$ cat config.mk
export PLATFORM = sky130hd
export DESIGN_NAME = complementary_attitude_filter_flat
export DESIGN_NICKNAME = d
export VERILOG_FILES = /design/src/caf_pkg.sv /design/src/caf_if.sv /design/src/complementary_attitude_filter.sv /design/src/caf_cordic.sv /design/src/flat_wrapper.sv
export SDC_FILE = /design/constraint.sdc
export NUM_CORES = 2
export LEC_CHECK = 0
export BUFFER_PORTS_ARGS = -buffer_cell sky130_fd_sc_hd__buf_2
export CAP_MARGIN = 25
export CORE_UTILIZATION = 60
export CTS_BUF_LIST = sky130_fd_sc_hd__clkbuf_4 sky130_fd_sc_hd__clkbuf_8
export CTS_CLUSTER_DIAMETER = 40
export DETAILED_ROUTE_END_ITERATION = 10
export PLACE_DENSITY = 0.91
export SLEW_MARGIN = 20
export SYNTH_ARGS = -nofsm -noshare
export SYNTH_HDL_FRONTEND = slang
export SYNTH_SLANG_ARGS = --single-unit
$ cat constraint.sdc
create_clock -name i_clk -period 14 [get_ports i_clk]
set_input_delay 2.1 -clock i_clk [delete_from_list [all_inputs] [get_ports i_clk]]
set_output_delay 2.1 -clock i_clk [all_outputs]
set_load 0.005 [all_outputs]
$ cat src/caf_pkg.sv
// ----------------------------------------------------------------------------
// caf_pkg
// Shared constants, types and the arctangent table of the attitude filter.
// ----------------------------------------------------------------------------
package caf_pkg;

    localparam int unsigned CfgAddrW = 4;

    localparam logic [CfgAddrW-1:0] RegBlendWeight  = 4'h0;
    localparam logic [CfgAddrW-1:0] RegDecimation   = 4'h4;
    localparam logic [CfgAddrW-1:0] RegInvalidLimit = 4'h8;

    localparam logic [15:0] BlendWeightRst  = 16'd64225;
    localparam logic [7:0]  DecimationRst   = 8'd1;
    localparam logic [7:0]  InvalidLimitRst = 8'd10;

    localparam logic [63:0] PiQ62 = 64'hC90FDAA22168C235;
    localparam logic signed [15:0] OutLim = 16'sd25736;

    typedef struct packed {
        logic        sample_valid;
        logic signed [15:0] gyro_x;
        logic signed [15:0] gyro_y;
        logic signed [15:0] gyro_z;
        logic signed [15:0] accel_x;
        logic signed [15:0] accel_y;
        logic signed [15:0] accel_z;
        logic [15:0] time_step;
    } t_sample;

    typedef struct packed {
        logic signed [15:0] roll_angle;
        logic signed [15:0] pitch_angle;
        logic signed [15:0] yaw_angle;
        logic        imu_ok;
        logic        attitude_updated;
    } t_result;

    function automatic logic [29:0] atan_q30(input logic [4:0] idx);
        logic [29:0] v;
        begin
            case (idx)
                5'd0:  v = 30'd843314857;
                5'd1:  v = 30'd497837829;
                5'd2:  v = 30'd263043837;
                5'd3:  v = 30'd133525159;
                5'd4:  v = 30'd67021687;
                5'd5:  v = 30'd33543516;
                5'd6:  v = 30'd16775851;
                5'd7:  v = 30'd8388437;
                5'd8:  v = 30'd4194283;
                5'd9:  v = 30'd2097149;
                default: v = (idx < 5'd30) ? (30'd1 << (5'd30 - idx)) : 30'd0;
            endcase
            return v;
        end
    endfunction

endpackage

$ cat src/caf_if.sv
// ----------------------------------------------------------------------------
// caf_if
// Valid/ready channel carrying one payload beat.
// ----------------------------------------------------------------------------
interface caf_if #(parameter type T = logic) ();
    logic valid;
    logic ready;
    T     data;

    modport source (output valid, output data, input ready);
    modport sink   (input valid, input data, output ready);
endinterface

$ cat src/complementary_attitude_filter.sv
// ----------------------------------------------------------------------------
// complementary_attitude_filter
// Complementary filter for roll, pitch and yaw from one IMU sample per beat.
// ----------------------------------------------------------------------------
//  channel   dir  beat
//  s_in      in   t_sample: valid flag, gyro xyz, accel xyz, time step
//  m_out     out  t_result: roll, pitch, yaw, imu_ok, attitude_updated
//  apb       in   blend_weight, decimation, invalid_limit
//
//  invalid or decimated-out samples go from S_CHECK straight to S_OUT, where the
//  result is registered, and then to S_HOLD
//  updates with nonzero accel first run roll and pitch through the shared CORDIC,
//  then each axis through the shared multiplier before S_OUT
//  reset is synchronous active low and clears the counters and angles
//  input is not taken while a beat is in work or the result waits; S_HOLD is left
//  only with m_out.ready high, and s_in.ready rises in the following cycle
// ----------------------------------------------------------------------------
module complementary_attitude_filter
    import caf_pkg::*;
#(
    parameter int unsigned CORDIC_STEPS    = 16,
    parameter int unsigned ANGLE_FRAC_BITS = 28
) (
    input  logic                i_clk,
    input  logic                i_rst_n,
    caf_if.sink                 s_in,
    caf_if.source               m_out,
    input  logic                psel,
    input  logic                penable,
    input  logic                pwrite,
    input  logic [CfgAddrW-1:0] paddr,
    input  logic [31:0]         pwdata,
    output logic [31:0]         prdata,
    output logic                pready
);
    localparam logic [63:0] PiRnd = (PiQ62 + (64'd1 << (61 - ANGLE_FRAC_BITS)))
                                    >> (62 - ANGLE_FRAC_BITS);
    localparam logic signed [47:0] Pi48 = $signed({16'd0, PiRnd[31:0]});
    localparam int unsigned IncSh = 28 - ANGLE_FRAC_BITS;
    localparam int unsigned OutSh = ANGLE_FRAC_BITS - 13;

    typedef enum logic [10:0] {
        S_IDLE  = 11'b00000000001,
        S_CHECK = 11'b00000000010,
        S_ROLLA = 11'b00000000100,
        S_ROLLW = 11'b00000001000,
        S_PITW  = 11'b00000010000,
        S_INC1  = 11'b00000100000,
        S_INC2  = 11'b00001000000,
        S_BL1   = 11'b00010000000,
        S_BL2   = 11'b00100000000,
        S_OUT   = 11'b01000000000,
        S_HOLD  = 11'b10000000000
    } t_state;

    t_state r_state, n_state;
    t_sample r_smp;
    logic [15:0] r_alpha;
    logic [7:0]  r_decim, r_ilim, r_icnt, r_dcnt;
    logic        r_ok, r_upd;
    logic signed [31:0] r_ang [3];
    logic signed [31:0] r_acc [2];
    logic signed [31:0] r_inc;
    logic signed [47:0] r_prod;
    logic [1:0]  r_axis;
    t_result     r_res;

    logic [7:0] dec_eff;
    assign dec_eff = (r_decim == 8'd0) ? 8'd1 : r_decim;

    // cordic
    logic cd_start, cd_done;
    logic signed [16:0] cd_y, cd_x;
    logic signed [31:0] cd_angle;
    caf_cordic #(.CORDIC_STEPS(CORDIC_STEPS), .ANGLE_FRAC_BITS(ANGLE_FRAC_BITS)) u_cordic (
        .i_clk(i_clk), .i_rst_n(i_rst_n), .i_start(cd_start),
        .i_y(cd_y), .i_x(cd_x), .o_done(cd_done), .o_angle(cd_angle)
    );

    // shared multiplier
    logic signed [32:0] mul_a;
    logic signed [17:0] mul_b;
    logic signed [50:0] mul_p;
    assign mul_p = mul_a * mul_b;

    logic signed [15:0] rate;
    always_comb begin
        case (r_axis)
            2'd0:    rate = r_smp.gyro_x;
            2'd1:    rate = r_smp.gyro_y;
            default: rate = r_smp.gyro_z;
        endcase
    end

    logic signed [47:0] inc_p, inc_r, inc_c, bl_s, bl_w;
    logic signed [32:0] ang_sum;
    always_comb begin
        inc_p = 48'(mul_p);
        if (r_axis == 2'd1) inc_p = -inc_p;
        inc_r = (IncSh == 0) ? inc_p : ((inc_p + (48'sd1 <<< (IncSh - 1))) >>> IncSh);
        inc_c = (inc_r > Pi48) ? Pi48 : (inc_r < -Pi48) ? -Pi48 : inc_r;
        ang_sum = 33'(r_ang[r_axis]) + 33'(r_inc);
    end

    always_comb begin
        mul_a = '0; mul_b = '0;
        case (r_state)
            S_INC1:  begin mul_a = 33'(rate); mul_b = $signed({2'b00, r_smp.time_step}); end
            S_INC2:  begin mul_a = 33'(r_prod); mul_b = $signed({10'd0, dec_eff}); end
            S_BL1:   begin mul_a = ang_sum; mul_b = $signed({2'b00, r_alpha}); end
            S_BL2:   begin
                mul_a = 33'(r_acc[r_axis[0]]);
                mul_b = $signed(18'h10000 - {2'b00, r_alpha});
            end
            default: ;
        endcase
    end

    always_comb begin
        bl_s = (r_prod + 48'(mul_p) + 48'sd32768) >>> 16;
        if (r_axis == 2'd2) bl_s = 48'(ang_sum);
        bl_w = (bl_s > Pi48) ? bl_s - 2 * Pi48 : (bl_s < -Pi48) ? bl_s + 2 * Pi48 : bl_s;
    end

    logic accel_nz;
    assign accel_nz = (r_smp.accel_x != 0) || (r_smp.accel_y != 0) || (r_smp.accel_z != 0);

    always_comb begin
        cd_start = 1'b0;
        cd_y = -17'(r_smp.accel_y); cd_x = -17'(r_smp.accel_z);
        if (r_state == S_ROLLA) cd_start = 1'b1;
        if (r_state == S_ROLLW && cd_done) begin
            cd_start = 1'b1; cd_y = -17'(r_smp.accel_x);
        end
    end

    function automatic logic signed [15:0] out_ang(input logic signed [31:0] v);
        logic signed [31:0] r;
        begin
            r = (v + (32'sd1 <<< (OutSh - 1))) >>> OutSh;
            if (r > 32'(OutLim)) r = 32'(OutLim);
            if (r < -32'(OutLim)) r = -32'(OutLim);
            return r[15:0];
        end
    endfunction

    always_comb begin
        n_state = r_state;
        case (r_state)
            S_IDLE:  if (s_in.valid) n_state = S_CHECK;
            S_CHECK: begin
                if (!r_smp.sample_valid || r_smp.time_step == 0 || r_dcnt + 8'd1 < dec_eff)
                    n_state = S_OUT;
                else n_state = accel_nz ? S_ROLLA : S_INC1;
            end
            S_ROLLA: n_state = S_ROLLW;
            S_ROLLW: if (cd_done) n_state = S_PITW;
            S_PITW:  if (cd_done) n_state = S_INC1;
            S_INC1:  n_state = S_INC2;
            S_INC2:  n_state = (r_axis == 2'd2) ? S_BL2 : S_BL1;
            S_BL1:   n_state = S_BL2;
            S_BL2:   n_state = (r_axis == 2'd2) ? S_OUT : S_INC1;
            S_OUT:   n_state = S_HOLD;
            S_HOLD:  if (m_out.ready) n_state = S_IDLE;
            default: n_state = S_IDLE;
        endcase
    end

    always_ff @(posedge i_clk) begin
        if (s_in.valid && s_in.ready) r_smp <= s_in.data;
        if (r_state == S_INC1) r_prod <= 48'(mul_p);
        if (r_state == S_INC2) begin
            r_inc  <= inc_c[31:0];
            r_prod <= '0;
        end
        if (r_state == S_BL1) r_prod <= 48'(mul_p);
        if (r_state == S_ROLLW && cd_done) r_acc[0] <= cd_angle;
        if (r_state == S_PITW && cd_done) r_acc[1] <= cd_angle;
        if (r_state == S_OUT) begin
            r_res.roll_angle  <= out_ang(r_ang[0]);
            r_res.pitch_angle <= out_ang(r_ang[1]);
            r_res.yaw_angle   <= out_ang(r_ang[2]);
            r_res.imu_ok      <= r_ok;
            r_res.attitude_updated <= r_upd;
        end
        if (!i_rst_n) begin
            r_state <= S_IDLE;
            r_alpha <= BlendWeightRst; r_decim <= DecimationRst; r_ilim <= InvalidLimitRst;
            r_icnt <= '0; r_dcnt <= '0; r_ok <= 1'b1; r_upd <= 1'b0; r_axis <= '0;
            r_ang[0] <= '0; r_ang[1] <= '0; r_ang[2] <= '0;
        end else begin
            r_state <= n_state;
            if (psel && penable && pwrite) begin
                case (paddr)
                    RegBlendWeight:  r_alpha <= pwdata[15:0];
                    RegDecimation:   r_decim <= pwdata[7:0];
                    RegInvalidLimit: r_ilim  <= pwdata[7:0];
                    default: ;
                endcase
            end
            if (r_state == S_CHECK) begin
                r_axis <= '0;
                r_upd  <= 1'b0;
                if (!r_smp.sample_valid || r_smp.time_step == 0) begin
                    if (r_icnt < r_ilim) begin
                        r_icnt <= r_icnt + 8'd1;
                        r_ok   <= (r_icnt + 8'd1) < r_ilim;
                    end else r_ok <= 1'b0;
                end else begin
                    r_icnt <= '0; r_ok <= 1'b1;
                    if (r_dcnt + 8'd1 < dec_eff) r_dcnt <= r_dcnt + 8'd1;
                    else begin
                        r_dcnt <= '0; r_upd <= 1'b1;
                        if (!accel_nz) begin
                            r_acc[0] <= r_ang[0]; r_acc[1] <= r_ang[1];
                        end
                    end
                end
            end
            if (r_state == S_BL2) begin
                r_ang[r_axis] <= bl_w[31:0];
                r_axis <= r_axis + 2'd1;
            end
        end
    end

    assign s_in.ready  = (r_state == S_IDLE);
    assign m_out.valid = (r_state == S_HOLD);
    assign m_out.data  = r_res;
    assign pready      = 1'b1;

    always_comb begin
        case (paddr)
            RegBlendWeight:  prdata = {16'd0, r_alpha};
            RegDecimation:   prdata = {24'd0, r_decim};
            RegInvalidLimit: prdata = {24'd0, r_ilim};
            default:         prdata = '0;
        endcase
    end
endmodule

$ cat src/caf_cordic.sv
// ----------------------------------------------------------------------------
// caf_cordic
// Iterative vectoring CORDIC atan2, one micro-rotation per cycle.
// ----------------------------------------------------------------------------
module caf_cordic
    import caf_pkg::*;
#(
    parameter int unsigned CORDIC_STEPS    = 16,
    parameter int unsigned ANGLE_FRAC_BITS = 28
) (
    input  logic               i_clk,
    input  logic               i_rst_n,
    input  logic               i_start,
    input  logic signed [16:0] i_y,
    input  logic signed [16:0] i_x,
    output logic               o_done,
    output logic signed [31:0] o_angle
);
    localparam int unsigned StepW = 5;
    localparam int unsigned Sh    = 30 - ANGLE_FRAC_BITS;
    localparam logic [63:0] PiRnd = (PiQ62 + (64'd1 << (61 - ANGLE_FRAC_BITS)))
                                    >> (62 - ANGLE_FRAC_BITS);
    localparam logic signed [33:0] PiS = $signed({2'b00, PiRnd[31:0]});

    logic signed [49:0] r_x, r_y, n_x, n_y;
    logic signed [33:0] r_z, n_z;
    logic [StepW-1:0]   r_step, n_step;
    logic               r_busy, n_busy, r_done, n_done;
    logic signed [33:0] t_rot;
    logic [30:0]        t_raw;

    always_comb begin
        t_raw = {1'b0, atan_q30(r_step)};
        if (Sh == 0) t_rot = $signed({3'b000, t_raw});
        else t_rot = $signed({3'b000, (t_raw + (31'd1 << (Sh - 1))) >> Sh});
        n_x = r_x; n_y = r_y; n_z = r_z; n_step = r_step;
        n_busy = r_busy; n_done = 1'b0;
        if (i_start) begin
            n_step = '0;
            n_z    = '0;
            if (i_x == 0 && i_y == 0) begin
                n_busy = 1'b0; n_done = 1'b1;
            end else begin
                n_busy = 1'b1;
                if (i_x < 0) begin
                    n_z = (i_y >= 0) ? PiS : -PiS;
                    n_x = 50'(-i_x) <<< 30;
                    n_y = 50'(-i_y) <<< 30;
                end else begin
                    n_x = 50'(i_x) <<< 30;
                    n_y = 50'(i_y) <<< 30;
                end
            end
        end else if (r_busy) begin
            if (r_y >= 0) begin
                n_x = r_x + (r_y >>> r_step);
                n_y = r_y - (r_x >>> r_step);
                n_z = r_z + t_rot;
            end else begin
                n_x = r_x - (r_y >>> r_step);
                n_y = r_y + (r_x >>> r_step);
                n_z = r_z - t_rot;
            end
            n_step = r_step + 1'b1;
            if (32'(n_step) >= CORDIC_STEPS || 32'(n_step) >= 30) begin
                n_busy = 1'b0; n_done = 1'b1;
            end
        end
    end

    always_ff @(posedge i_clk) begin
        r_x <= n_x; r_y <= n_y; r_z <= n_z; r_step <= n_step;
        if (!i_rst_n) begin
            r_busy <= 1'b0; r_done <= 1'b0;
        end else begin
            r_busy <= n_busy; r_done <= n_done;
        end
    end

    assign o_done  = r_done;
    assign o_angle = (r_z > PiS) ? PiS[31:0] : (r_z < -PiS) ? 32'(-PiS) : r_z[31:0];
endmodule

$ cat src/flat_wrapper.sv
// flat-port wrapper written by rule: the top's interface ports become plain ports
module complementary_attitude_filter_flat import caf_pkg::*;
#(
    parameter int unsigned CORDIC_STEPS    = 16,
    parameter int unsigned ANGLE_FRAC_BITS = 28
)
  (i_clk, i_rst_n, psel, penable, pwrite, paddr, pwdata, prdata, pready, s_in_valid, s_in_data, s_in_ready, m_out_valid, m_out_data, m_out_ready);
  caf_if #(.T(t_sample)) s_in_i ();
  caf_if #(.T(t_result)) m_out_i ();
  input  logic i_clk;
  input  logic i_rst_n;
  input  logic psel;
  input  logic penable;
  input  logic pwrite;
  input  logic [CfgAddrW-1:0] paddr;
  input  logic [31:0] pwdata;
  output logic [31:0] prdata;
  output logic pready;
  input wire logic [$bits(s_in_i.valid)-1:0] s_in_valid;
  input wire logic [$bits(s_in_i.data)-1:0] s_in_data;
  output wire logic [$bits(s_in_i.ready)-1:0] s_in_ready;
  output wire logic [$bits(m_out_i.valid)-1:0] m_out_valid;
  output wire logic [$bits(m_out_i.data)-1:0] m_out_data;
  input wire logic [$bits(m_out_i.ready)-1:0] m_out_ready;
  assign s_in_i.valid = s_in_valid;
  assign s_in_i.data = s_in_data;
  assign s_in_ready = s_in_i.ready;
  assign m_out_valid = m_out_i.valid;
  assign m_out_data = m_out_i.data;
  assign m_out_i.ready = m_out_ready;
  complementary_attitude_filter #(.CORDIC_STEPS(CORDIC_STEPS), .ANGLE_FRAC_BITS(ANGLE_FRAC_BITS)) u_core (.i_clk(i_clk), .i_rst_n(i_rst_n), .s_in(s_in_i), .m_out(m_out_i), .psel(psel), .penable(penable), .pwrite(pwrite), .paddr(paddr), .pwdata(pwdata), .prdata(prdata), .pready(pready));
endmodule
==> metrics.txt <==
Hold Crit Depth=0; NumNets Final=9531; DRC=1; first-pass GRT wire length=364000 µm; Placement Setup Slack=-0.202 ns; Placement Cell Area=77400 µm²; WP data required=14.59 ns; Synth Flop Type=edfxtp_1; Max clock buf depth=3; worst-margin pin slew=1.20 ns; drt total wl=237000 µm; Core ar.=120000 µm²; Routed Antenna Nets=0; Leak=34.6 nW; violated checks=design-rule violations; total track usage=38.4%; Syn Std Cell Area=72900 µm²; Max transition margin=19.1%; Worst path max stage delay=0.58 ns; synth unique cells=121; initial antenna violation count=12; post-route minimum period=13.68 ns; post-synthesis mux area share=7.55%; final instance area=81100 µm²; Max VDD drop=120 µV; FMAX=73.1 MHz; outcome=finished with violations; H-tree depth=3; Die W=350 µm; clock sinks=642; clock latency on the worst-skew pair=0.93 ns; Post-synth EDFFs=569; ys async rst share=0%; final RePlAce weighted congestion=1.04; drt wl/cell=23.4 µm; clock transition at the registers of the reported paths=0.07 ns; period utilisation layout=97.7%; Worst Reg-to-Reg Cells=52; root buffer cell=clkbuf_8; Die Ht=350 µm; syn_area_per_cell=9.02 µm²; area share of fa/ha/maj cells after synthesis=21.5%; Final HPWL DP=182000 µm; CP max-delay cell=fa_1; final slew viol count=0; Via density=6.51; endpoints failing setup=0; number of fillers in the final layout=9034; Critical Path Fanout Max=11; I/O Buffers=207; area leader, netlist=edfxtp_1; vias in the first global route=66400; Final Hold Viols=0; part of the Yosys area used for sequential elements=25.5%; Mapped Cells=8079; area growth from synthesis to layout=11.4%; setup ws final=0.318 ns; GR Overflow Total=0; Pwr Density=68.0 nW/µm²; Rows=127; WS Path Type=flop to flop; main combinational cell family by area after synthesis=adder cells; Synth top cells by count=949 x nand2_1, 851 x nor2_1, 808 x inv_1, 569 x edfxtp_1, 520 x fa_1; Yosys warning count=0; leading cell type by number of instances after synthesis=nand2_1; xor/xnor share of the synthesized area=6.36%; clock skew=0.0723 ns; number of max-cap violations=0; Top Ports=241; Post-Synth Simple-Gate Area=16.9%; Synth Area in Compound Gates=15.7%; CTS Buf Count=119; largest net degree at the start of global routing=134; min-delay worst type=flop to flop; die area=123000 µm²; layout cells sized above 1=15.1%; largest cells by area after synthesis=edfxtp_1 23%, fa_1 14%, ha_1 7.1%; drt first-iter violations=8893; Worst Setup End Kind=flop; Worst setup SP type=flop; CP arrival=14.28 ns; flops & latches, synth=642; via count=66200; Initial DRT Pass Iterations=11; Yosys top cell area share=23.5%; Starting Density=60.7%; CTS tree=built
[sequential cells by signal (all words and copies together) (netlist names), 2 cells and up, named ones only]
register                flops
u_core.r_ang              128
u_core.r_smp              113
u_core.r_acc               64
u_core.m_out.data          50
u_core.u_cordic.r_x        50
u_core.u_cordic.r_y        50
u_core.r_prod              48
u_core.u_cordic.r_z        34
u_core.r_inc               32
u_core.r_alpha             16
u_core.r_state             11
u_core.r_dcnt               8
u_core.r_decim              8
u_core.r_icnt               8
u_core.r_ilim               8
u_core.u_cordic.r_step      5
u_core.r_axis               2
[cell type report]
class                           instances  area, µm²  share of cell area, %
Clock buffer                          153       1910                   2.36
Sequential cell                       642      18600                   22.9
Inverter                              812       3050                   3.76
Tap cell                             1612       2020                   2.49
Timing Repair Buffer                  620       4280                   5.28
Multi-Input combinational cell       6247      50400                   62.1
Clock inverter                         69        868                   1.07
Antenna cell                            6       15.0                 0.0185
[kinds of logic after synthesis]
group                      after synthesis
AOI/OAI and AO/OA                     1716
xor gates and xnor gates               526
adders and majority gates              939
buffers and inverters                 1205
DFF                                    642
muxes                                  351
other                                    2
and+or+nand+nor                       2698
[worst max-delay path, delay by kind of cell (launching register included)]
family / cells / cell delay (ns)
multiplexers: 1 / 0.55
XOR/XNOR: 2 / 0.47
flip-flops: 1 / 0.43
AO/OA/AOI/OAI: 19 / 4.90
AND/OR/NAND/NOR: 8 / 1.07
buffers and inverters: 12 / 1.61
adder cells (fa/ha/maj): 10 / 4.31
[per-stage QoR]
stage	power [mW]	util (%)	hold slack, ns	TNS (ns)	cells
floorplan	3.11	-	0.409	0	8094
global placement	3.33	64.4	0.414	0	9899
detailed placement	3.38	64.4	0.425	-6.53	9899
CTS	5.48	66.8	0.435	0	10100
global route	5.71	67.5	0.442	-2.03	10200
finish	5.52	67.5	0.441	0	10200
[cell usage in the layout (no fill, tap or decap), drive strengths merged, types with 57 or more instances in the layout]
cell type / synthesis / routed
mux2: 62 / 62
a211oi: 63 / 63
nand3: 157 / 157
mux4: 151 / 151
or3: 82 / 82
nor2: 855 / 855
a21oi: 369 / 369
o21a: 64 / 64
xnor2: 320 / 320
clkbuf: 257 / 154
nor3: 132 / 132
fa: 520 / 520
o31ai: 68 / 68
a31oi: 57 / 57
nor2b: 88 / 88
buf: 136 / 618
inv: 811 / 815
nand2b: 74 / 74
nand2: 949 / 949
a21o: 160 / 160
xor2: 204 / 204
dfxtp: 73 / 73
mux2i: 138 / 138
and3: 58 / 58
and2: 61 / 61
edfxtp: 569 / 569
ha: 413 / 413
o21ai: 442 / 442
[path summary, 6_finish.rpt]
path / start / slack (ns) / to
max: flop / 0.32 / u_core.r_ang[1][4]
min: u_core.r_upd / 0.44 / u_core.m_out.data[0]
max reg2reg: flop / 0.32 / u_core.r_ang[1][4]
min reg2reg: u_core.r_upd / 0.44 / u_core.m_out.data[0]
[power breakdown]
group | internal (mW) | leakage [nW] | switching [mW] | total [mW]
Clock | 1.20 | 1.42 | 0.925 | 2.12
Sequential | 2.16 | 5.92 | 0.0466 | 2.21
Combinational | 0.479 | 27.3 | 0.709 | 1.19
Total | 3.84 | 34.6 | 1.68 | 5.52
[per-layer routing]
| layer | up-vias | part of all wire [%] | track usage [%] |
|---|---|---|---|
| li1 | 29100 | - | - |
| met1 | 31800 | 35 | 44.7 |
| met2 | 4205 | 46 | 62.2 |
| met3 | 1071 | 11 | 8.34 |
| met4 | 4 | 8.6 | 28.7 |
| met5 | - | 0.012 | 0 |
[what timing repair did]
item | in CTS | in global routing
endpoints found under the setup margin | 116 | 124
gates resized for setup | 8 | 128
gates cloned | 0 | 2
setup buffers | 0 | 31
pin swaps | 0 | 37
hold buffers | 0 | 0
(Power assumes the default switching activity.)
